===== config.mk =====
export PLATFORM = sky130hd
export DESIGN_NAME = svr_sqrt_cell
export DESIGN_NICKNAME = d
export VERILOG_FILES = /design/src/design/svr_pkg.sv /design/src/design/svr_sqrt_cell.sv
export SDC_FILE = /design/constraint.sdc
export NUM_CORES = 1
export LEC_CHECK = 0
export BUFFER_PORTS_ARGS = -buffer_cell sky130_fd_sc_hd__buf_2
export CAP_MARGIN = 20
export CORE_UTILIZATION = 42
export DETAILED_ROUTE_END_ITERATION = 16
export PLACE_DENSITY_LB_ADDON = 0.3
export SYNTH_ARGS = -nofsm -noshare
export SYNTH_HDL_FRONTEND = slang
export SYNTH_SLANG_ARGS = --single-unit

===== constraint.sdc =====
create_clock -name clock -period 2.36 [get_ports clock]
set_input_delay 0.118 -clock clock [delete_from_list [all_inputs] [get_ports clock]]
set_output_delay 0.118 -clock clock [all_outputs]
set_load 0.02 [all_outputs]

===== src/design/svr_pkg.sv =====
`default_nettype none
// ----------------------------------------------------------------------------
// svr_pkg
// Shared types and constants for the launch speed and wheel rpm pipeline.
// ----------------------------------------------------------------------------
package svr_pkg;

   // register indexes on the csr port
   localparam logic [2:0] CSR_HEIGHT_OFS = 3'd0;
   localparam logic [2:0] CSR_DIST_OFS   = 3'd1;
   localparam logic [2:0] CSR_TAN        = 3'd2;
   localparam logic [2:0] CSR_GRAVITY    = 3'd3;
   localparam logic [2:0] CSR_RPM_FACTOR = 3'd4;
   localparam logic [2:0] CSR_RPM_TRIM   = 3'd5;

   // one quotient bit per divider cell, two radicand bits per root cell
   localparam int DIV_STEPS  = 63;
   localparam int SQRT_STEPS = 32;

   // area scale, rpm scale (1000 mm/m times Q.8)
   localparam logic [13:0] AREA_SCALE = 14'd10000;
   localparam logic [53:0] RPM_SCALE  = 54'd256000;
   localparam logic [53:0] RPM_LIMIT  = 54'd65536 * RPM_SCALE;
   // ceil(2^30 / 125), exact floor for dividends below 2^23
   localparam logic [23:0] RECIP_125  = 24'd8589935;

   typedef struct packed {
      logic [10:0] height_ofs;
      logic [10:0] dist_ofs;
      logic [19:0] tan_angle;
      logic [23:0] gravity;
      logic [19:0] rpm_factor;
      logic [13:0] rpm_trim;
   } cfg_type;

   typedef struct packed {
      logic        valid;
      logic        nosol;
      logic [32:0] rem;
      logic [62:0] nq;     // dividend shifting out, quotient shifting in
      logic [32:0] den;
   } div_stage_type;

   typedef struct packed {
      logic        valid;
      logic        nosol;
      logic [63:0] rad;
      logic [33:0] rem;
      logic [31:0] root;
   } sqrt_stage_type;

   typedef struct packed {
      logic [15:0] speed;
      logic [15:0] rpm;
      logic        nosol;
   } rsp_type;

endpackage
`default_nettype wire


===== src/design/svr_sqrt_cell.sv =====
`default_nettype none
// ----------------------------------------------------------------------------
// svr_sqrt_cell
// One digit-by-digit square root step: resolves one root bit.
// ----------------------------------------------------------------------------
module svr_sqrt_cell
   import svr_pkg::*;
(
   input  wire logic           clock,
   input  wire logic           reset,
   input  wire logic           en,
   input  wire sqrt_stage_type prev,
   output sqrt_stage_type      next
);

   logic        valid_ff;
   logic        nosol_ff;
   logic [63:0] rad_ff;
   logic [33:0] rem_ff;
   logic [31:0] root_ff;

   logic [35:0] shifted;
   logic [35:0] trial;
   logic [35:0] diff;
   logic        ge;

   // bring down two radicand bits, try root*4+1
   always_comb begin
      shifted = {prev.rem, prev.rad[63:62]};
      trial   = {2'b00, prev.root, 2'b01};
      diff    = shifted - trial;
      ge      = shifted >= trial;
   end

   always_ff @(posedge clock) begin
      if (reset) begin
         valid_ff <= 1'b0;
      end else if (en) begin
         valid_ff <= prev.valid;
      end
   end

   always_ff @(posedge clock) begin
      if (en) begin
         nosol_ff <= prev.nosol;
         rad_ff   <= {prev.rad[61:0], 2'b00};
         rem_ff   <= ge ? diff[33:0] : shifted[33:0];
         root_ff  <= {prev.root[30:0], ge};
      end
   end

   assign next.valid = valid_ff;
   assign next.nosol = nosol_ff;
   assign next.rad   = rad_ff;
   assign next.rem   = rem_ff;
   assign next.root  = root_ff;

endmodule
`default_nettype wire


==> impl_metrics.py <==
metrics = {
    "global_route": {
        "globalRoute.totalOverflow": 0,
        "grt_util_all_layers_pct": 24.68,
        "grt_max_degree": 50,
        "grt_pass1_vias": 6115,
        "grt_antenna_before_repair": 1,
        "grt_first_pass_wirelength_um": 29810,
    },
    "worst_hold_path": {
        "worstHoldPathType": "in -> reg",
    },
    "clocking": {
        "clock_sinks": 130,
        "htree_num_levels": 4,
        "postCtsSetupRepairBufs": 0,
        "cts_buffer_depth": 2,
        "buffer_type_at_the_clock_tree_root": "clkbuf_16",
        "tritoncts_clock_tree": "done",
        "number_of_gates_resized_after_cts": 0,
        "worst_setup_hold_path_clk_slew_ns": 0.06,
        "worstSkewPairLatency_ns": 0.42,
        "holdBufCountCts": 107,
        "cts_buffers": 17,
    },
    "yosys": {
        "async_flop_share_pct": 0,
        "synth_enable_flop_cells": 129,
        "synth_fa_ha_area_share_pct": 6.754,
        "synthesis.area_sq_um": 6299,
        "synth_flop_cell": "edfxtp_1",
        "synth.ff_latch_count": 130,
        "synth_top_family_by_area": "compound AO/OA/AOI/OAI gates",
        "yosys_warnings": 0,
        "syn-instance-count": 500,
        "mux_share_of_post_synthesis_cell_area_pct": 1.172,
        "syn_area_per_cell_sq_um": 12.60,
        "ys_types": 58,
        "yosys.area_share.simple_pct": 8.721,
        "part_of_the_yosys_area_used_for_sequential_elements_pct": 61.82,
        "compound_cell_area_share_of_the_yosys_netlist_pct": 13.71,
        "synth_xor_xnor_area_share_pct": 3.894,
    },
    "cells_and_area": {
        "mostFrequentLayoutCell": "buf_2",
        "fin_nets": 1135,
        "post_route_cells_drive_above_1_share_pct": 40.96,
        "multi_input_area_sq_um": 2222,
        "layout.cell_area.non_filler_sq_um": 10210,
        "n_fill_cell": 1051,
        "area_growth_from_synthesis_to_layout_pct": 62.18,
        "finish.utilization_pct": 70.02,
        "post_layout_nonfiller_instances": 1164,
        "regArea_sq_um": 3894,
        "most-common-layout-cells": "buf_2 (263), edfxtp_1 (129), dlygate4sd3_1 (108)",
    },
    "place": {
        "pre_cts_ws_ns": -0.3016,
        "gpl.final_weighted_congestion": 0.8877,
        "placed_cell_area_sq_um": 8557,
        "post-place-cells": 1023,
        "hpwlAfterDp_um": 13090,
        "io_buffer_count": 264,
    },
    "timing": {
        "worst_hold_slack_ns": 0.009227,
        "fmax_ghz": 0.4453,
        "grt_setup_unrepaired": "false",
        "setup_violations": 0,
        "report.final.hold_viol_count": 0,
        "clock_skew_ns": 0,
        "finalWorstPathRequiredPeriod_ns": 2.246,
        "report.final.slew_viol_count": 0,
        "timing.final.ws_setup_ns": 0.1141,
        "share_of_the_clock_period_used_by_the_worst_path_after_layout_pct": 95.17,
    },
    "floorplan": {
        "die_h_um": 124.5,
        "initial_core_util_pct": 43.17,
        "io_pins": 267,
        "die_area_sq_um": 15490,
        "dieWidth_um": 124.5,
        "design.core.area_sq_um": 14590,
        "rows": 44,
    },
    "drt": {
        "detail_route.first_pass.iterations": 4,
        "antenna_violating_nets_post_route": 0,
        "drt-initial-drc-count": 335,
        "dr_total_vias": 5779,
        "wl_per_cell_um": 16.00,
        "final_routed_wirelength_um": 18620,
        "vias_per_cell": 4.965,
        "drc": 0,
    },
    "setup_path": {
        "critPathArrivalTime_ns": 2.42,
        "critical_path.startpoint_type": "input pin",
        "critical_path_peak_fanout": 5,
        "worstSetupPathType": "in -> reg",
        "setup_crit_end_kind": "flop",
        "timing.critical_path.required_ns": 2.53,
    },
    "status": {
        "run_status": "complete, no violations",
    },
    "power_and_ir_drop": {
        "worst_ir_drop_vdd_mv": 0.3802,
        "powerDensity_nw_per_um2": 705.3,
        "cellLeakagePower_uw": 0.004685,
    },
    "run": {
        "drv.max_cap_violation_count": 0,
    },
}
==> flip-flops by register name, summed over array words and instances, names as in the netlist <==
register / cells
valid_ff: 1
nosol_ff: 1
rad_ff: 62
rem_ff: 34
root_ff: 32
==> worst paths after layout <==
path             from    endpoint  slack (ns)  depth (start not counted)
max           prev[8]  rem_ff[27]        0.11                         11
min          prev[54]  rem_ff[24]       0.009                          3
max reg2reg  valid_ff    valid_ff        1.21                          3
min reg2reg  valid_ff    valid_ff        1.07                          3
==> final cells by class <==
cell class                 instances  share of cell area [%]
clock inverter                    14                   1.421
antenna                            1                 0.02450
timing repair buffer             462                   30.68
clock buffer                      18                   4.201
inverter                          42                   1.543
sequential                       130                   38.12
tap                              184                   2.254
multi-input combinational        313                   21.75
==> worst max-delay path, stage by stage <==
cell and delay (ns):
buf_2 0.09, inv_1 0.04, ha_1 0.40, and3_4 0.21, and2_1 0.16, a221oi_2 0.07, o211ai_1 0.43, o2bb2ai_2 0.17
mux2i_1 0.27, o221ai_1 0.15, mux2_1 0.31
==> power by group <==
part | internal (uW) | switching (uW)
logic | 783 | 944
registers | 2820 | 63.6
clock network | 1480 | 1110
==> routing by layer <==
metal / GRT usage, % / share of wire, % / vias to the layer above
met1: 26.77 / 39 / 2718
li1: - / - / 2794
met3: 6.529 / 6.2 / 40
met4: 11.06 / 2.7 / 0
met5: 0 / 0 / -
met2: 44.72 / 52 / 227
==> synthesized netlist by cell type, drive strengths merged, types with 5 or more instances <==
library cell / number / area share [%]
clkbuf: 5 / 0.30
a21oi: 26 / 2.1
a31oi: 5 / 0.50
nand4: 7 / 0.70
nand2b: 6 / 0.60
o21ai: 44 / 3.6
nor2: 15 / 0.89
xnor2: 12 / 1.7
ha: 34 / 6.8
and2: 6 / 0.60
buf: 11 / 1.1
inv: 42 / 2.5
and3: 9 / 0.89
nand2: 48 / 2.9
xor2: 16 / 2.2
edfxtp: 129 / 62
nor3: 8 / 0.64
a21o: 22 / 2.6
==> kinds of logic after synthesis <==
kind of cell / after synthesis
buf+inv: 58
compound gates: 129
fa+ha+maj: 34
simple gates: 113
other cells: 1
xor+xnor: 28
mux: 7
flops: 130
==> per-stage QoR <==
step | setup TNS [ns] | power (uW)
floorplan | -0.05666 | 3800
global placement | -5.152 | 4470
detailed placement | -7.496 | 4505
CTS | 0 | 7235
global route | 0 | 7489
finish | 0 | 7204
(Power assumes the default switching activity.)
