--- src/design/svr_pkg.sv ---
`default_nettype none
// ----------------------------------------------------------------------------
// svr_pkg
// Shared types and constants for the launch speed and wheel rpm pipeline.
// ----------------------------------------------------------------------------
package svr_pkg;

   // register indexes on the csr port
   localparam logic [2:0] CSR_HEIGHT_OFS = 3'd0;
   localparam logic [2:0] CSR_DIST_OFS   = 3'd1;
   localparam logic [2:0] CSR_TAN        = 3'd2;
   localparam logic [2:0] CSR_GRAVITY    = 3'd3;
   localparam logic [2:0] CSR_RPM_FACTOR = 3'd4;
   localparam logic [2:0] CSR_RPM_TRIM   = 3'd5;

   // one quotient bit per divider cell, two radicand bits per root cell
   localparam int DIV_STEPS  = 63;
   localparam int SQRT_STEPS = 32;

   // area scale, rpm scale (1000 mm/m times Q.8)
   localparam logic [13:0] AREA_SCALE = 14'd10000;
   localparam logic [53:0] RPM_SCALE  = 54'd256000;
   localparam logic [53:0] RPM_LIMIT  = 54'd65536 * RPM_SCALE;
   // ceil(2^30 / 125), exact floor for dividends below 2^23
   localparam logic [23:0] RECIP_125  = 24'd8589935;

   typedef struct packed {
      logic [10:0] height_ofs;
      logic [10:0] dist_ofs;
      logic [19:0] tan_angle;
      logic [23:0] gravity;
      logic [19:0] rpm_factor;
      logic [13:0] rpm_trim;
   } cfg_type;

   typedef struct packed {
      logic        valid;
      logic        nosol;
      logic [32:0] rem;
      logic [62:0] nq;     // dividend shifting out, quotient shifting in
      logic [32:0] den;
   } div_stage_type;

   typedef struct packed {
      logic        valid;
      logic        nosol;
      logic [63:0] rad;
      logic [33:0] rem;
      logic [31:0] root;
   } sqrt_stage_type;

   typedef struct packed {
      logic [15:0] speed;
      logic [15:0] rpm;
      logic        nosol;
   } rsp_type;

endpackage
`default_nettype wire

--- src/design/svr_div_cell.sv ---
`default_nettype none
// ----------------------------------------------------------------------------
// svr_div_cell
// One restoring division step: resolves one quotient bit.
// ----------------------------------------------------------------------------
module svr_div_cell
   import svr_pkg::*;
(
   input  wire logic          clock,
   input  wire logic          reset,
   input  wire logic          en,
   input  wire div_stage_type prev,
   output div_stage_type      next
);

   logic        valid_ff;
   logic        nosol_ff;
   logic [32:0] rem_ff;
   logic [62:0] nq_ff;
   logic [32:0] den_ff;

   logic [33:0] shifted;
   logic [33:0] diff;
   logic        ge;

   // shift in next dividend bit, subtract if it fits
   always_comb begin
      shifted = {prev.rem, prev.nq[62]};
      diff    = shifted - {1'b0, prev.den};
      ge      = shifted >= {1'b0, prev.den};
   end

   always_ff @(posedge clock) begin
      if (reset) begin
         valid_ff <= 1'b0;
      end else if (en) begin
         valid_ff <= prev.valid;
      end
   end

   always_ff @(posedge clock) begin
      if (en) begin
         nosol_ff <= prev.nosol;
         rem_ff   <= ge ? diff[32:0] : shifted[32:0];
         nq_ff    <= {prev.nq[61:0], ge};
         den_ff   <= prev.den;
      end
   end

   assign next.valid = valid_ff;
   assign next.nosol = nosol_ff;
   assign next.rem   = rem_ff;
   assign next.nq    = nq_ff;
   assign next.den   = den_ff;

endmodule
`default_nettype wire

--- config.mk ---
export PLATFORM = sky130hd
export DESIGN_NAME = svr_div_cell
export DESIGN_NICKNAME = d
export VERILOG_FILES = /design/src/design/svr_pkg.sv /design/src/design/svr_div_cell.sv
export SDC_FILE = /design/constraint.sdc
export NUM_CORES = 1
export LEC_CHECK = 0
export BUFFER_PORTS_ARGS = -buffer_cell sky130_fd_sc_hd__buf_2
export CORE_UTILIZATION = 48
export CTS_CLUSTER_DIAMETER = 150
export DETAILED_ROUTE_END_ITERATION = 8
export PLACE_DENSITY_LB_ADDON = 0.05
export SLEW_MARGIN = 20
export SYNTH_ARGS = -nofsm -noshare
export SYNTH_HDL_FRONTEND = slang
export SYNTH_SLANG_ARGS = --single-unit
--- constraint.sdc ---
create_clock -name clock -period 3.8 [get_ports clock]
set_input_delay 0.19 -clock clock [delete_from_list [all_inputs] [get_ports clock]]
set_output_delay 0.19 -clock clock [all_outputs]
set_load 0.01 [all_outputs]
==> flow_summary.json <==
{
  "grt_usage_pct": 27.54,
  "cp.arrival_ns": 3.55,
  "setup_slack_ns": 0.3972,
  "rr_worst_depth": 2,
  "cts_tree": "yes",
  "cts_made_buffers": 17,
  "routed_via_density": 5.152,
  "synth_area_per_cell_sq_um": 12.63,
  "core_area_sq_um": 12770,
  "wl_per_cell_microns": 17.72,
  "htree_levels": 4,
  "r2r_setup_slack_ns": 3.21,
  "std_cell_rows": 41,
  "grt_pass1_vias": 5323,
  "fill_cells": 853,
  "grt_overflow": 0,
  "worstSetupEndpointType": "flop",
  "setup_tns_ns": 0,
  "path_buf_inv": 4,
  "power_leakage_nw": 4.170,
  "regArea_sq_um": 3924,
  "slew_violations": 0,
  "cp.required_ns": 3.95,
  "drc_errors": 0,
  "fmax_mhz": 293.9,
  "rr_startpoint": "valid_ff$_SDFFE_PP0P_",
  "whs_ns": 0.02278,
  "fin_skew_ns": 0,
  "power.total_mw": 4.304,
  "clockRootBuffer": "clkbuf_16",
  "drt_iter0_drc": 344,
  "place_congestion": 0.8556,
  "die-area_sq_um": 13680,
  "synthCells": 502,
  "async_flop_share_pct": 0,
  "synthFlopType": "edfxtp_1",
  "cap_violations": 0,
  "critical_path_class": "in2reg",
  "min_to": "valid_ff$_SDFFE_PP0P_",
  "port_buffers": 264,
  "area_growth_pct": 48.18,
  "hold_path.class": "in2reg",
  "clkTransAtPathRegs_ns": 0.06,
  "ir_drop_uv": 241.2,
  "grt_max_degree": 125,
  "worstPathMaxFanout": 31,
  "initial_core_util_pct": 49.65,
  "syn_area_sq_um": 6342,
  "layout-drive-gt1-share_pct": 36.32,
  "multi_input_area_sq_um": 2157,
  "slew_headroom_pct": 58.20,
  "place_ws_ns": 0.5337,
  "finalHoldViolations": 0,
  "die_width_microns": 117.0,
  "ys_warn_count": 0,
  "finalCriticalPeriod_ns": 3.403,
  "status": "completed",
  "cpMaxStageDelayCell": "a41oi_4",
  "ios": 265,
  "critPathMaxStageDelay_ns": 0.54,
  "ctsResizeCount": 0,
  "cp_top_family": "compound AO/OA/AOI/OAI gates",
  "min_path_cells": 3,
  "grt_pass1_wl_mm": 27.44,
  "place_hpwl_mm": 12.24,
  "drtPass1Iterations": 5,
  "num_vias": 5441,
  "final_nets": 1037,
  "die_y_microns": 117.0,
  "tightest_slew_ns": 0.6112,
  "min_from": "prev[130]",
  "worstPathCellList": "dlygate4sd3_1 -> buf_2 -> ha_1 -> inv_1 -> fa_1 -> a21o_1 -> a221o_2 -> a21oi_2 -> o41a_4 -> o31ai_4 -> a41oi_4 -> buf_12 -> o21ai_0",
  "clockBufferDepth": 2,
  "ys_types": 52,
  "clk_latency_ns": 0.41,
  "synth_edf_count": 130,
  "rsz0062_at_grt": "no",
  "power_density_nw_per_um2": 458.0,
  "antenna_found_initial": 3,
  "critPathLaunchType": "input pin",
  "fin_crit_sh_pct": 89.55,
  "r2r_end": "valid_ff$_SDFFE_PP0P_",
  "synth_nets": 670,
  "wirelength_mm": 18.71,
  "setup_viol": 0,
  "detail-route-antenna-nets": 0,
  "seq_area_frac_synth_pct": 61.87,
  "cts.sinks": 131,
  "synth_seq_cells": 131
}
[layout make-up]
type | count | area share, %
flip-flops and latches | 131 | 41.75
repair buffers | 364 | 25.15
multi-input cells | 313 | 22.95
clock buffers | 20 | 4.647
well taps | 172 | 2.290
inverters | 42 | 1.678
clock inverters | 11 | 1.451
diodes | 3 | 0.07988
[worst max path at each step]
stage / startpoint / slack, ns / depth (start not counted) / to
2_1_floorplan: prev[95] / 1.05 / 12 / rem_ff[1]$_DFFE_PP_
3_3_place_gp: prev[95] / 0.57 / 13 / rem_ff[9]$_DFFE_PP_
3_5_place_dp: prev[95] / 0.53 / 13 / rem_ff[12]$_DFFE_PP_
4_1_cts: prev[0] / 0.46 / 13 / rem_ff[12]$_DFFE_PP_
5_1_grt: prev[0] / 0.24 / 13 / rem_ff[2]$_DFFE_PP_
6_report: prev[0] / 0.40 / 13 / rem_ff[2]$_DFFE_PP_
[cells in the mapped netlist, types with 3 or more instances]
cell        n  area [sq um]
a211oi_1    5         37.54
a21boi_0    3         22.52
a21o_1     12         90.09
a21oi_1    32         160.2
a31oi_1     3         18.77
and3_1      7         43.79
buf_6       6         67.56
clkbuf_1    6         22.52
edfxtp_1  130          3904
ha_1       33         412.9
inv_1      42         157.7
nand2_1    59         221.5
nand2b_1    4         25.02
nand3_1     8         40.04
nand4_1     4         25.02
nor2_1     21         78.83
nor3_1      5         25.02
nor4_1      4         25.02
o21a_1      4         30.03
o21ai_0    23         115.1
o21ai_1     6         30.03
o21ai_2    16         140.1
o21bai_1    6         45.04
o31ai_1     4         30.03
xnor2_1    16         140.1
xor2_1     12         105.1
[cell usage in the layout, fill, tap and decap left out, types with 3 or more instances in the layout]
cell,instances
a211oi_1,5
a21boi_0,3
a21o_1,12
a21oi_1,32
a31oi_1,3
and3_1,7
buf_2,263
bufinv_16,3
clkbuf_1,3
clkbuf_16,17
clkinv_2,5
diode_2,3
dlygate4sd3_1,96
edfxtp_1,130
ha_1,33
inv_1,42
nand2_1,59
nand2b_1,4
nand3_1,8
nand4_1,4
nor2_1,21
nor3_1,5
nor4_1,4
o21a_1,4
o21ai_0,23
o21ai_1,6
o21ai_2,16
o21bai_1,6
o31ai_1,4
xnor2_1,16
xor2_1,12
[cell families (layout without fill, tap and decap cells)]
| family | count (synthesis) | after routing | share of synthesized area, % |
|---|---|---|---|
| compound gates | 132 | 132 | 14.52 |
| other cells | 0 | 3 | 0 |
| mux | 2 | 2 | 0.3945 |
| fa+ha+maj | 34 | 34 | 6.826 |
| simple gates | 117 | 117 | 8.226 |
| xor+xnor | 28 | 28 | 3.867 |
| flops | 131 | 131 | 61.87 |
| buf+inv | 58 | 437 | 4.300 |
[per-stage QoR]
| step | util [%] | std cells | area [sq um] |
|---|---|---|---|
| detailed placement | 61.29 | 925 | 7829 |
| global route | 73.51 | 1053 | 9390 |
| finish | 73.57 | 1056 | 9398 |
| floorplan | - | 502 | 6342 |
| global placement | 61.29 | 925 | 7829 |
| CTS | 73.30 | 1052 | 9363 |
[worst reg2reg max path, delay by kind of cell, from the launching register on]
kind	cells	cell delay, ns
DFF	1	0.30
muxes	1	0.13
and+or+nand+nor	1	0.05
[flip-flops by register name (all words and copies together) (netlist names)]
name / cells
den_ff: 33
nosol_ff: 1
nq_ff: 63
rem_ff: 33
valid_ff: 1
[what timing repair did]
item / CTS / global route
setup endpoints to repair: 0 / 0
hold buffers: 96 / 0
setup buffers: 0 / 0
hold endpoints to repair: 96 / 0
[power breakdown]
group          switching, mW  total [mW]  internal (mW)
clock network          0.615        1.64           1.02
registers             0.0395        1.80           1.76
logic                  0.478       0.864          0.387
total                   1.13        4.30           3.17
[layer usage]
| metal | vias up | track usage, % | routed length [microns] |
|---|---|---|---|
| li1 | 2599 | - | - |
| met1 | 2558 | 28.78 | 6955 |
| met2 | 229 | 49.66 | 9688 |
| met3 | 53 | 8.857 | 1454 |
| met4 | 2 | 14.01 | 601 |
| met5 | - | 0 | 15 |
Power figures use the tool's default switching activity.
