<file path="src/design/svr_pkg.sv">
`default_nettype none
// ----------------------------------------------------------------------------
// svr_pkg
// Shared types and constants for the launch speed and wheel rpm pipeline.
// ----------------------------------------------------------------------------
package svr_pkg;

   // register indexes on the csr port
   localparam logic [2:0] CSR_HEIGHT_OFS = 3'd0;
   localparam logic [2:0] CSR_DIST_OFS   = 3'd1;
   localparam logic [2:0] CSR_TAN        = 3'd2;
   localparam logic [2:0] CSR_GRAVITY    = 3'd3;
   localparam logic [2:0] CSR_RPM_FACTOR = 3'd4;
   localparam logic [2:0] CSR_RPM_TRIM   = 3'd5;

   // one quotient bit per divider cell, two radicand bits per root cell
   localparam int DIV_STEPS  = 63;
   localparam int SQRT_STEPS = 32;

   // area scale, rpm scale (1000 mm/m times Q.8)
   localparam logic [13:0] AREA_SCALE = 14'd10000;
   localparam logic [53:0] RPM_SCALE  = 54'd256000;
   localparam logic [53:0] RPM_LIMIT  = 54'd65536 * RPM_SCALE;
   // ceil(2^30 / 125), exact floor for dividends below 2^23
   localparam logic [23:0] RECIP_125  = 24'd8589935;

   typedef struct packed {
      logic [10:0] height_ofs;
      logic [10:0] dist_ofs;
      logic [19:0] tan_angle;
      logic [23:0] gravity;
      logic [19:0] rpm_factor;
      logic [13:0] rpm_trim;
   } cfg_type;

   typedef struct packed {
      logic        valid;
      logic        nosol;
      logic [32:0] rem;
      logic [62:0] nq;     // dividend shifting out, quotient shifting in
      logic [32:0] den;
   } div_stage_type;

   typedef struct packed {
      logic        valid;
      logic        nosol;
      logic [63:0] rad;
      logic [33:0] rem;
      logic [31:0] root;
   } sqrt_stage_type;

   typedef struct packed {
      logic [15:0] speed;
      logic [15:0] rpm;
      logic        nosol;
   } rsp_type;

endpackage
`default_nettype wire

</file>
<file path="src/design/svr_back.sv">
`default_nettype none
// ----------------------------------------------------------------------------
// svr_back
// Speed saturation, rpm scaling with divide by 256000, two-entry output queue.
// ----------------------------------------------------------------------------
module svr_back
   import svr_pkg::*;
(
   input  wire logic           clock,
   input  wire logic           reset,
   input  wire sqrt_stage_type in,
   input  wire cfg_type        cfg,
   output logic                en,
   output logic                rsp_valid,
   input  wire logic           rsp_ready,
   output logic [15:0]         rsp_speed_mm_s,
   output logic [15:0]         rsp_wheel_rpm,
   output logic                rsp_no_solution
);

   logic [2:0]  valid_ff;
   logic [51:0] prod_ff;
   logic [15:0] spd1_ff, spd2_ff, spd3_ff;
   logic        nos1_ff, nos2_ff, nos3_ff;
   logic        zero2_ff, zero3_ff, max2_ff, max3_ff;
   logic [22:0] x_ff;
   logic [46:0] y_ff;

   rsp_type     e0_ff, e1_ff, e0_in, e1_in, item;
   logic [1:0]  cnt_ff, cnt_in;

   logic [53:0] dropx;
   logic [53:0] acc;
   logic        push, pop;

   always_comb begin
      dropx = {{40{cfg.rpm_trim[13]}}, cfg.rpm_trim} * RPM_SCALE;
      acc   = {2'b00, prod_ff} + dropx;
   end

   // stage valids
   always_ff @(posedge clock) begin
      if (reset) begin
         valid_ff <= '0;
      end else if (en) begin
         valid_ff <= {valid_ff[1:0], in.valid};
      end
   end

   // rpm datapath
   always_ff @(posedge clock) begin
      if (en) begin
         prod_ff  <= in.root * cfg.rpm_factor;
         spd1_ff  <= (in.root[31:16] != '0) ? 16'hFFFF : in.root[15:0];
         nos1_ff  <= in.nosol;
         zero2_ff <= acc[53] || (acc == '0);
         max2_ff  <= !acc[53] && (acc >= RPM_LIMIT);
         x_ff     <= acc[33:11];
         spd2_ff  <= spd1_ff;
         nos2_ff  <= nos1_ff;
         y_ff     <= x_ff * RECIP_125;
         zero3_ff <= zero2_ff;
         max3_ff  <= max2_ff;
         spd3_ff  <= spd2_ff;
         nos3_ff  <= nos2_ff;
      end
   end

   // finished result
   always_comb begin
      item.nosol = nos3_ff;
      item.speed = nos3_ff ? 16'h0000 : spd3_ff;
      if (nos3_ff || zero3_ff) begin
         item.rpm = 16'h0000;
      end else if (max3_ff) begin
         item.rpm = 16'hFFFF;
      end else begin
         item.rpm = y_ff[45:30];
      end
   end

   // output queue, head in e0
   always_comb begin
      en     = (cnt_ff != 2'd2);
      push   = en && valid_ff[2];
      pop    = (cnt_ff != 2'd0) && rsp_ready;
      e0_in  = e0_ff;
      e1_in  = e1_ff;
      cnt_in = cnt_ff;
      if (push && pop) begin
         e0_in = item;
      end else if (push) begin
         if (cnt_ff == 2'd0) begin
            e0_in = item;
         end else begin
            e1_in = item;
         end
         cnt_in = cnt_ff + 2'd1;
      end else if (pop) begin
         e0_in  = e1_ff;
         cnt_in = cnt_ff - 2'd1;
      end
   end

   always_ff @(posedge clock) begin
      if (reset) begin
         cnt_ff <= '0;
      end else begin
         cnt_ff <= cnt_in;
      end
   end

   always_ff @(posedge clock) begin
      e0_ff <= e0_in;
      e1_ff <= e1_in;
   end

   assign rsp_valid       = (cnt_ff != 2'd0);
   assign rsp_speed_mm_s  = e0_ff.speed;
   assign rsp_wheel_rpm   = e0_ff.rpm;
   assign rsp_no_solution = e0_ff.nosol;

endmodule
`default_nettype wire

</file>
<file path="config.mk">
export PLATFORM = sky130hd
export DESIGN_NAME = svr_back
export DESIGN_NICKNAME = d
export VERILOG_FILES = /design/src/design/svr_pkg.sv /design/src/design/svr_back.sv
export SDC_FILE = /design/constraint.sdc
export NUM_CORES = 2
export LEC_CHECK = 0
export BUFFER_PORTS_ARGS = -buffer_cell sky130_fd_sc_hd__buf_2
export CORE_UTILIZATION = 50
export CTS_BUF_LIST = sky130_fd_sc_hd__clkbuf_8 sky130_fd_sc_hd__clkbuf_16
export CTS_CLUSTER_SIZE = 8
export DETAILED_ROUTE_END_ITERATION = 10
export PLACE_DENSITY = 0.7
export SETUP_SLACK_MARGIN = 0.5
export SLEW_MARGIN = 20
export SYNTH_ARGS = -nofsm -noshare
export SYNTH_HDL_FRONTEND = slang
export SYNTH_SLANG_ARGS = --single-unit
export TNS_END_PERCENT = 1
</file>
<file path="constraint.sdc">
create_clock -name clock -period 8.39 [get_ports clock]
set_clock_uncertainty 0.1 [all_clocks]
set_input_delay 1.2585 -clock clock [delete_from_list [all_inputs] [get_ports clock]]
set_output_delay 1.2585 -clock clock [all_outputs]
set_load 0.02 [all_outputs]
</file>
==> results.md <==
- Share of Yosys cell area claimed by the top area cell type: 36.3%
- Number of global-route vias before repair: 30968
- Cell count after placement: 5349
- Failing checks: DRC
- DR iter-0 viols: 1490
- CP max stage delay: 550 ps
- Final core utilization: 55.8%
- Crit start category: input pin
- Post-synth top flop: edfxtp_1
- Core Area: 0.0807 mm²
- Period utilization: 92.4%
- # rows: 104
- TritonCTS clock tree: built
- Chip width: 288 µm
- Syn Inst Count: 4152
- Total of max-cap violations: 0
- IO Port Bufs: 105
- Most common cell after layout, fill and taps aside: inv_1
- Post-route ant nets: 0
- Mean Syn Cell Area: 9.84 µm²
- Worst EP required: 8570 ps
- Clk sinks: 217
- Critical-path top delay cell: fa_1
- Ys Warns: 0
- Most frequent CP cell: fa_1
- Ranking of synthesized cells by area: fa_1 (36%), edfxtp_1 (16%), ha_1 (15%)
- Worst Hold Class: reg2reg
- RSZ-0062 raised after global routing: true
- Final net count: 5806
- Synth area leader: fa_1
- CP Capture Type: register
- Clock buffer depth: 3
- Final setup TNS: 0 ps
- # H-tree levels: 1
- Grt total ovfl: 0
- Vias per Instance: 5.35
- Final Max Tran Viols: 0
- Most frequent cells in the layout: inv_1 (895), fa_1 (739), nand2_1 (519)
- Via count: 28969
- Outcome: complete, but fails checks
- Cell Area, Synth: 0.0409 mm²
- Final wirelength: 96200 µm
- I/O pin count: 270
- Average wire per standard cell: 17.8 µm
- Fraction of layout cells with a size suffix above 1: 10.9%
- #FFs+latches synth: 217
- Buf+Inv Stages, Crit Path: 5
- Gr usage total: 23.9%
- DIE HEIGHT: 288 µm
- Final count of hold timing violations: 0
- Post-synth EDFFs: 212
- Clk slew on worst S/H paths: 60 ps
- Initial Utilization: 50.7%
- Synthesized Nets: 5620
- Setup-failing EPs final: 0
- Routability congestion estimate: 0.923
- Setup CP Type: in2reg
- CTS Buf Count: 31
- # DRC: 36
- Die area: 0.0829 mm²
- Largest net degree at the start of global routing: 81
- Register area share after synthesis: 15.8%
- CP arrival: 7940 ps
- Hold slack: 297 ps
- Clock latency at the later pin of the worst-skew pair: 590 ps
- CTS Root Cell: clkbuf_16
- Final Non-Filler Cells: 5419
- Initial antenna violation count: 11
- Hold-fix buffers at CTS: 0
- Post-synthesis async set-or-reset flop share: 0%
- Final Critical Period: 7750 ps
- Crit-path leading delay family: adder cells
- Area delta synth->final: 10.1%
- Slew HR: 41.0%
- First-pass GRT wire length: 158000 µm
- Slew @ Worst Pin: 884 ps
- Crit Path Max Fanout: 4
- DP HPWL: 80900 µm
- Synth cell types: 72
- FMAX: 129 MHz
- Count of TritonRoute iterations in the first routing pass: 10
[cell usage after synthesis (all sizes together) (4+ instances only)]
| cell | n |
|---|---|
| nor2 | 90 |
| a21oi | 133 |
| or3 | 6 |
| o2111ai | 7 |
| dfxtp | 5 |
| nor2b | 31 |
| mux2 | 36 |
| a21boi | 9 |
| buf | 5 |
| a221oi | 6 |
| and3 | 20 |
| nand3 | 40 |
| edfxtp | 212 |
| xor2 | 33 |
| nand4 | 16 |
| or4 | 6 |
| nor3 | 27 |
| o211ai | 10 |
| or2 | 21 |
| a211o | 6 |
| and4 | 10 |
| o21a | 36 |
| a211oi | 27 |
| a31oi | 12 |
| o21ai | 73 |
| o21bai | 23 |
| nand2 | 522 |
| nor4 | 13 |
| a2111oi | 7 |
| fa | 741 |
| mux2i | 8 |
| o31ai | 5 |
| and2 | 218 |
| inv | 885 |
| a21o | 68 |
| xnor2 | 87 |
| clkbuf | 150 |
| nand2b | 18 |
| ha | 492 |
| a2111o | 4 |
[sequential cells by signal, summed over array words and instances (netlist names), 3 cells and up]
register	cells
rsp_speed_mm_s	16
x_ff	23
rsp_wheel_rpm	16
spd1_ff	16
spd2_ff	16
prod_ff	52
valid_ff	3
spd3_ff	16
e1_ff	33
y_ff	16
[path summary, 6_finish.rpt]
kind,endpoint,slack (ps),from,cells past startpoint
hold reg to reg,spd2_ff[13]$_DFFE_PN_,300,spd1_ff[13]$_SDFFCE_PP1N_,0
hold / removal,spd2_ff[13]$_DFFE_PN_,300,spd1_ff[13]$_SDFFCE_PP1N_,0
setup / recovery,max2_ff$_DFFE_PN_,640,cfg[5],27
setup reg to reg,y_ff[43]$_DFFE_PN_,1440,x_ff[7]$_DFFE_PN_,19
[metrics by stage]
step	worst slack, ps	cell area [µm²]
6_report	637	45000
5_1_grt	392	45000
4_1_cts	494	44600
3_5_place_dp	-353	43600
3_3_place_gp	-289	43600
2_1_floorplan	502	40900
[timing repair]
item | in CTS | in global routing
setup buffers | 4 | 11
cloned | 0 | 0
resized for setup | 13 | 79
setup endpoints to repair | 4 | 10
pin swaps | 10 | 46
[area by class of cell]
class,count,area [µm²]
Inverter,885,3340
Sequential cell,217,6470
Fill cell,6999,35700
Clock buffer,31,776
Timing Repair Buffer,308,2160
Antenna cell,4,10.0
Tap cell,1060,1330
Clock inverter,19,88.8
Multi-Input combinational cell,2895,30800
[cells by family (layout without fill, tap and decap cells)]
group           count (synthesis)  in the layout  share of synthesized area (%)
simple gates                 1044           1044                           12.1
flops                         217            217                           15.8
fa+ha+maj                    1233           1233                           51.4
mux                            44             44                           1.19
buf+inv                      1040           1243                           9.56
compound gates                454            454                           7.36
xor+xnor                      120            120                           2.57
other cells                     0              4                              0
[metal layers]
layer	GRT usage (%)	vias up	wire [µm]
li1	-	13406	-
met1	31.5	14530	40500
met2	40.3	833	46300
met3	3.72	188	6360
met4	7.72	12	2930
met5	0	-	69
Power is not shown: default switching activity piles up to over one toggle a cycle in this logic, so the estimate is an artifact.
