File: config.mk
export PLATFORM = sky130hd
export DESIGN_NAME = svr_front
export DESIGN_NICKNAME = d
export VERILOG_FILES = /design/src/design/svr_pkg.sv /design/src/design/svr_front.sv
export SDC_FILE = /design/constraint.sdc
export NUM_CORES = 2
export LEC_CHECK = 0
export ABC_AREA = 1
export BUFFER_PORTS_ARGS = -buffer_cell sky130_fd_sc_hd__buf_2
export CAP_MARGIN = 10
export CORE_MARGIN = 5
export CORE_UTILIZATION = 55
export DETAILED_ROUTE_END_ITERATION = 10
export GPL_TIMING_DRIVEN = 1
export PLACE_DENSITY = 0.72
export SYNTH_ARGS = -nofsm -noshare
export SYNTH_HDL_FRONTEND = slang
export SYNTH_SLANG_ARGS = --single-unit
File: constraint.sdc
create_clock -name clock -period 7.4 [get_ports clock]
set_input_delay 1.11 -clock clock [delete_from_list [all_inputs] [get_ports clock]]
set_output_delay 1.11 -clock clock [all_outputs]
set_load 0.005 [all_outputs]
File: src/design/svr_pkg.sv
`default_nettype none
// ----------------------------------------------------------------------------
// svr_pkg
// Shared types and constants for the launch speed and wheel rpm pipeline.
// ----------------------------------------------------------------------------
package svr_pkg;

   // register indexes on the csr port
   localparam logic [2:0] CSR_HEIGHT_OFS = 3'd0;
   localparam logic [2:0] CSR_DIST_OFS   = 3'd1;
   localparam logic [2:0] CSR_TAN        = 3'd2;
   localparam logic [2:0] CSR_GRAVITY    = 3'd3;
   localparam logic [2:0] CSR_RPM_FACTOR = 3'd4;
   localparam logic [2:0] CSR_RPM_TRIM   = 3'd5;

   // one quotient bit per divider cell, two radicand bits per root cell
   localparam int DIV_STEPS  = 63;
   localparam int SQRT_STEPS = 32;

   // area scale, rpm scale (1000 mm/m times Q.8)
   localparam logic [13:0] AREA_SCALE = 14'd10000;
   localparam logic [53:0] RPM_SCALE  = 54'd256000;
   localparam logic [53:0] RPM_LIMIT  = 54'd65536 * RPM_SCALE;
   // ceil(2^30 / 125), exact floor for dividends below 2^23
   localparam logic [23:0] RECIP_125  = 24'd8589935;

   typedef struct packed {
      logic [10:0] height_ofs;
      logic [10:0] dist_ofs;
      logic [19:0] tan_angle;
      logic [23:0] gravity;
      logic [19:0] rpm_factor;
      logic [13:0] rpm_trim;
   } cfg_type;

   typedef struct packed {
      logic        valid;
      logic        nosol;
      logic [32:0] rem;
      logic [62:0] nq;     // dividend shifting out, quotient shifting in
      logic [32:0] den;
   } div_stage_type;

   typedef struct packed {
      logic        valid;
      logic        nosol;
      logic [63:0] rad;
      logic [33:0] rem;
      logic [31:0] root;
   } sqrt_stage_type;

   typedef struct packed {
      logic [15:0] speed;
      logic [15:0] rpm;
      logic        nosol;
   } rsp_type;

endpackage
`default_nettype wire

File: src/design/svr_front.sv
`default_nettype none
// ----------------------------------------------------------------------------
// svr_front
// Offsets, denominator d*tan - h and numerator 10000*K*d^2, six stages.
// ----------------------------------------------------------------------------
module svr_front
   import svr_pkg::*;
(
   input  wire logic          clock,
   input  wire logic          reset,
   input  wire logic          en,
   input  wire logic          in_valid,
   input  wire logic [11:0]   distance_cm,
   input  wire logic [9:0]    height_cm,
   input  wire cfg_type       cfg,
   output div_stage_type      out
);

   logic [5:0] valid_ff;

   logic signed [13:0] d_ff;
   logic signed [11:0] h1_ff, h2_ff;
   logic signed [34:0] dt_ff;
   logic [12:0]        ad_ff;
   logic signed [35:0] den_ff;
   logic [25:0]        ad2_ff;
   logic [39:0]        p_ff;
   logic [32:0]        den4_ff, den5_ff, den6_ff;
   logic               nos4_ff, nos5_ff, nos6_ff;
   logic [51:0]        pl_ff, ph_ff;
   logic [62:0]        num_ff;

   logic signed [13:0] d_in;
   logic signed [11:0] h_in;
   logic signed [20:0] tan_s;
   logic        [13:0] d_neg;
   logic signed [35:0] den_in;
   logic [63:0]        num_in;

   always_comb begin
      d_in   = {2'b00, distance_cm} + {{3{cfg.dist_ofs[10]}}, cfg.dist_ofs};
      h_in   = {2'b00, height_cm} - {cfg.height_ofs[10], cfg.height_ofs};
      tan_s  = {1'b0, cfg.tan_angle};
      d_neg  = -d_ff;
      den_in = {dt_ff[34], dt_ff} - {{8{h2_ff[11]}}, h2_ff, 16'h0000};
      num_in = {12'h000, pl_ff} + {ph_ff, 12'h000};
   end

   // stage valids
   always_ff @(posedge clock) begin
      if (reset) begin
         valid_ff <= '0;
      end else if (en) begin
         valid_ff <= {valid_ff[4:0], in_valid};
      end
   end

   // datapath
   always_ff @(posedge clock) begin
      if (en) begin
         d_ff    <= d_in;
         h1_ff   <= h_in;
         dt_ff   <= d_ff * tan_s;
         ad_ff   <= d_ff[13] ? d_neg[12:0] : d_ff[12:0];
         h2_ff   <= h1_ff;
         den_ff  <= den_in;
         ad2_ff  <= ad_ff * ad_ff;
         p_ff    <= ad2_ff * AREA_SCALE;
         nos4_ff <= den_ff[35] || (den_ff == '0);
         den4_ff <= den_ff[32:0];
         pl_ff   <= p_ff[37:0] * cfg.gravity[11:0];
         ph_ff   <= p_ff[37:0] * cfg.gravity[23:12];
         nos5_ff <= nos4_ff;
         den5_ff <= den4_ff;
         num_ff  <= num_in[62:0];
         nos6_ff <= nos5_ff;
         den6_ff <= den5_ff;
      end
   end

   assign out.valid = valid_ff[5];
   assign out.nosol = nos6_ff;
   assign out.rem   = '0;
   assign out.nq    = num_ff;
   assign out.den   = den6_ff;

endmodule
`default_nettype wire

==> run_summary.xml <==
<?xml version="1.0" encoding="UTF-8"?>
<metrics>
  <group name="synthesis">
    <metric name="ys_async_sr_fraction" unit="">0</metric>
    <metric name="synth_cells" unit="">8345</metric>
    <metric name="yosysWarningCount" unit="">0</metric>
    <metric name="syn_avg_cell_area" unit="µm²">7.95</metric>
    <metric name="synth_seq_area_share" unit="">0.198</metric>
    <metric name="synth_cell_type_count" unit="">44</metric>
    <metric name="synth_enable_flop_cells" unit="">433</metric>
    <metric name="post_synthesis_register_bit_count" unit="">439</metric>
    <metric name="synth.cell_area" unit="µm²">66400</metric>
    <metric name="commonest_register_cell_after_synthesis" unit="">edfxtp_1</metric>
  </group>
  <group name="placed_design">
    <metric name="io_buffers" unit="">185</metric>
    <metric name="routabilityCongestion" unit="">0.936</metric>
    <metric name="place.detailed.hpwl" unit="mm">131</metric>
  </group>
  <group name="hold_path">
    <metric name="min-delay-path-class" unit="">register to register</metric>
    <metric name="hold_depth" unit="">0</metric>
  </group>
  <group name="worst_setup_path">
    <metric name="timing.critical_path.required" unit="ps">7840</metric>
    <metric name="critical_path.slowest_cell" unit="">inv_1</metric>
    <metric name="cp_common_cell" unit="">fa_1</metric>
    <metric name="r2r_setup_slack" unit="ps">1210</metric>
    <metric name="rr_startpoint" unit="">d_ff[13]</metric>
    <metric name="worst_setup_path_end_kind" unit="">register</metric>
    <metric name="reg2reg_to" unit="">dt_ff[33]</metric>
    <metric name="slowest_stage_delay_on_critical_path" unit="ps">640</metric>
    <metric name="r2r.worst_path.cells" unit="">21</metric>
    <metric name="critPathLaunchType" unit="">register</metric>
    <metric name="crit_start" unit="">d_ff[13]</metric>
    <metric name="worst-endpoint-arrival" unit="ps">6630</metric>
    <metric name="timing.critical_path.to" unit="">dt_ff[33]</metric>
    <metric name="top_fanout_value_on_the_critical_path" unit="">18</metric>
    <metric name="crit_path_cell_trace" unit="">buf_4 &gt; inv_1 &gt; buf_4 &gt; nor2_1 &gt; fa_1 &gt; fa_1 &gt; fa_1 &gt; fa_1 &gt; fa_1 &gt; inv_1 &gt; fa_1 &gt; inv_1 &gt; ha_1 &gt; a21oi_1 &gt; o21ai_0 &gt; a21oi_1 &gt; nand2_1 &gt; nand2_1 &gt; nand2_1 &gt; nand2_1 &gt; nand2_1</metric>
    <metric name="path_class" unit="">register to register</metric>
  </group>
  <group name="die">
    <metric name="placement_rows" unit="">127</metric>
    <metric name="boundaryPins" unit="">257</metric>
    <metric name="floorplan.core_area" unit="µm²">120000</metric>
    <metric name="die-width" unit="µm">357</metric>
    <metric name="die_height" unit="µm">357</metric>
    <metric name="floorplan.initialDensity" unit="">0.553</metric>
    <metric name="die_area" unit="µm²">128000</metric>
  </group>
  <group name="route">
    <metric name="met3WireLength" unit="mm">9.79</metric>
    <metric name="met2WireLength" unit="mm">77.1</metric>
    <metric name="maxUsedRoutingLayer" unit="">met5</metric>
    <metric name="totalWireLength" unit="mm">159</metric>
    <metric name="vias" unit="">50859</metric>
    <metric name="drt_first_iter_violations" unit="">3366</metric>
    <metric name="drt_drc_violations_left" unit="">0</metric>
    <metric name="detail_route.first_pass.iterations" unit="">6</metric>
    <metric name="wl_met1" unit="mm">65.7</metric>
    <metric name="detail-route-antenna-nets" unit="">0</metric>
    <metric name="vias_per_cell" unit="">5.06</metric>
    <metric name="avgRoutedWirePerCell" unit="µm">15.8</metric>
  </group>
  <group name="global_routing">
    <metric name="largest_net_degree_at_the_start_of_global_routing" unit="">152</metric>
    <metric name="grt_antenna_before_repair" unit="">6</metric>
    <metric name="grt_pass1_vias" unit="">52679</metric>
    <metric name="globalRouteTotalUtil" unit="">0.257</metric>
    <metric name="grt.overflow.total" unit="">0</metric>
    <metric name="grt_pass1_wl" unit="mm">265</metric>
  </group>
  <group name="clock_tree">
    <metric name="worst_setup_hold_path_clk_slew" unit="ps">60</metric>
    <metric name="insertion_delay" unit="ps">680</metric>
    <metric name="clock_tree_from_tritoncts" unit="">done</metric>
    <metric name="clock_h_tree_levels" unit="">2</metric>
    <metric name="post_cts_resized" unit="">0</metric>
    <metric name="cts_inserted_buffers" unit="">50</metric>
    <metric name="cts_hold_repair.buffers" unit="">0</metric>
    <metric name="postCtsSetupRepairBufs" unit="">0</metric>
    <metric name="cts_sinks" unit="">439</metric>
    <metric name="cts_max_path_buffers" unit="">3</metric>
    <metric name="root_buffer" unit="">clkbuf_16</metric>
  </group>
  <group name="sta">
    <metric name="tightest_slew" unit="ps">1230</metric>
    <metric name="min_period_over_period" unit="">0.836</metric>
    <metric name="hold_viol_final" unit="">0</metric>
    <metric name="grt_setup_unrepaired" unit="">no</metric>
    <metric name="final_max_slew_viols" unit="">0</metric>
    <metric name="setup_viol_count_final" unit="">0</metric>
    <metric name="relSlewSlack" unit="">0.178</metric>
    <metric name="achievable-frequency" unit="MHz">162</metric>
    <metric name="finalClockSkew" unit="ps">49.4</metric>
    <metric name="setup_total_negative_slack" unit="ps">0</metric>
    <metric name="period_needed" unit="ps">6190</metric>
  </group>
  <group name="finish">
    <metric name="layout.nets" unit="">10066</metric>
    <metric name="final_common_cell" unit="">nand2_1</metric>
    <metric name="post_route_cells_drive_above_1_share" unit="">0.0510</metric>
    <metric name="final_cell_mix" unit="">nand2_1, inv_1, fa_1</metric>
    <metric name="area_growth_syn_to_layout" unit="%">5.89</metric>
  </group>
  <group name="status">
    <metric name="outcome" unit="">completed</metric>
  </group>
  <group name="job">
    <metric name="cap_violations" unit="">0</metric>
  </group>
</metrics>
registers in the layout (all words and copies together), names as in the netlist, 6 cells and up:
name      flops
ad_ff        13
h1_ff        12
num_ff       59
den5_ff      33
p_ff         33
pl_ff        46
ad2_ff       25
dt_ff        35
den_ff       36
den6_ff      33
d_ff         14
ph_ff        46
h2_ff        12
valid_ff      6
den4_ff      33
area by class of cell:
class / instances / area, µm²
Antenna cell: 1 / 2.50
Clock buffer: 55 / 1270
Clock inverter: 38 / 334
Fill cell: 10858 / 49700
Inverter: 2340 / 8780
Multi-Input combinational cell: 5353 / 43500
Sequential cell: 439 / 13100
Tap cell: 1612 / 2020
Timing Repair Buffer: 221 / 1230
metrics by stage:
stage | cell area (µm²) | util | setup WS (ps) | hold WS [ps] | std cells
6_report | 70300 | 0.586 | 1210 | 406 | 10059
5_1_grt | 70300 | 0.586 | 904 | 404 | 10058
4_1_cts | 70300 | 0.586 | 1230 | 391 | 10058
3_5_place_dp | 68700 | 0.572 | 938 | 405 | 9965
3_3_place_gp | 68700 | 0.572 | 967 | 401 | 9965
2_1_floorplan | 66600 | - | 1490 | 400 | 8395
Yosys cell counts (13+ instances only):
library cell	count	share of area
nand3_2	22	0.0033
inv_1	2327	0.13
xor2_1	115	0.015
buf_4	39	0.0044
o21bai_1	22	0.0025
edfxtp_1	433	0.20
nor4_1	14	0.0013
ha_1	528	0.10
nor2_2	34	0.0032
nand4_1	46	0.0043
nand3_1	178	0.013
or2_2	13	0.0012
o21ai_0	94	0.0071
clkbuf_1	223	0.013
xnor2_1	58	0.0077
fa_1	1007	0.30
nand2_1	2476	0.14
nand2_2	34	0.0032
a21oi_1	239	0.018
inv_2	13	0.00074
nor2_1	312	0.018
nor3_1	39	0.0029
cell families (layout without fill, tap and decap cells):
logic type / Yosys count / after routing / share of synthesized area
adders and majority gates: 1535 / 1535 / 0.403
buffers and inverters: 2603 / 2654 / 0.149
DFF: 439 / 439 / 0.198
and+or+nand+nor: 3204 / 3204 / 0.195
xor gates and xnor gates: 173 / 173 / 0.0228
other: 2 / 53 / 0.000113
AOI/OAI and AO/OA: 389 / 389 / 0.0314
critical path: cells and delay by family (launching register included):
family / cells / cell delay (ps)
AOI/OAI and AO/OA: 3 / 580
and+or+nand+nor: 6 / 520
adders and majority gates: 7 / 3230
buffers and inverters: 5 / 1230
DFF: 1 / 360
worst min-delay path by stage:
| stage | from | endpoint | slack (ps) |
|---|---|---|---|
| after detailed placement | den4_ff[0] | den5_ff[0] | 400 |
| after CTS | den5_ff[2] | den6_ff[2] | 390 |
| final | den5_ff[2] | den6_ff[2] | 410 |
| after global routing | den5_ff[2] | den6_ff[2] | 400 |
| after global placement | den5_ff[17] | den6_ff[17] | 400 |
| after floorplan | den4_ff[0] | den5_ff[0] | 400 |
per-layer routing:
| layer | up-vias | global-route usage |
|---|---|---|
| li1 | 24411 | - |
| met1 | 24622 | 0.334 |
| met2 | 1524 | 0.445 |
| met3 | 296 | 0.0330 |
| met4 | 6 | 0.0932 |
| met5 | - | 0 |
Power is not shown: default switching activity piles up to over one toggle a cycle in this logic, so the estimate is an artifact.
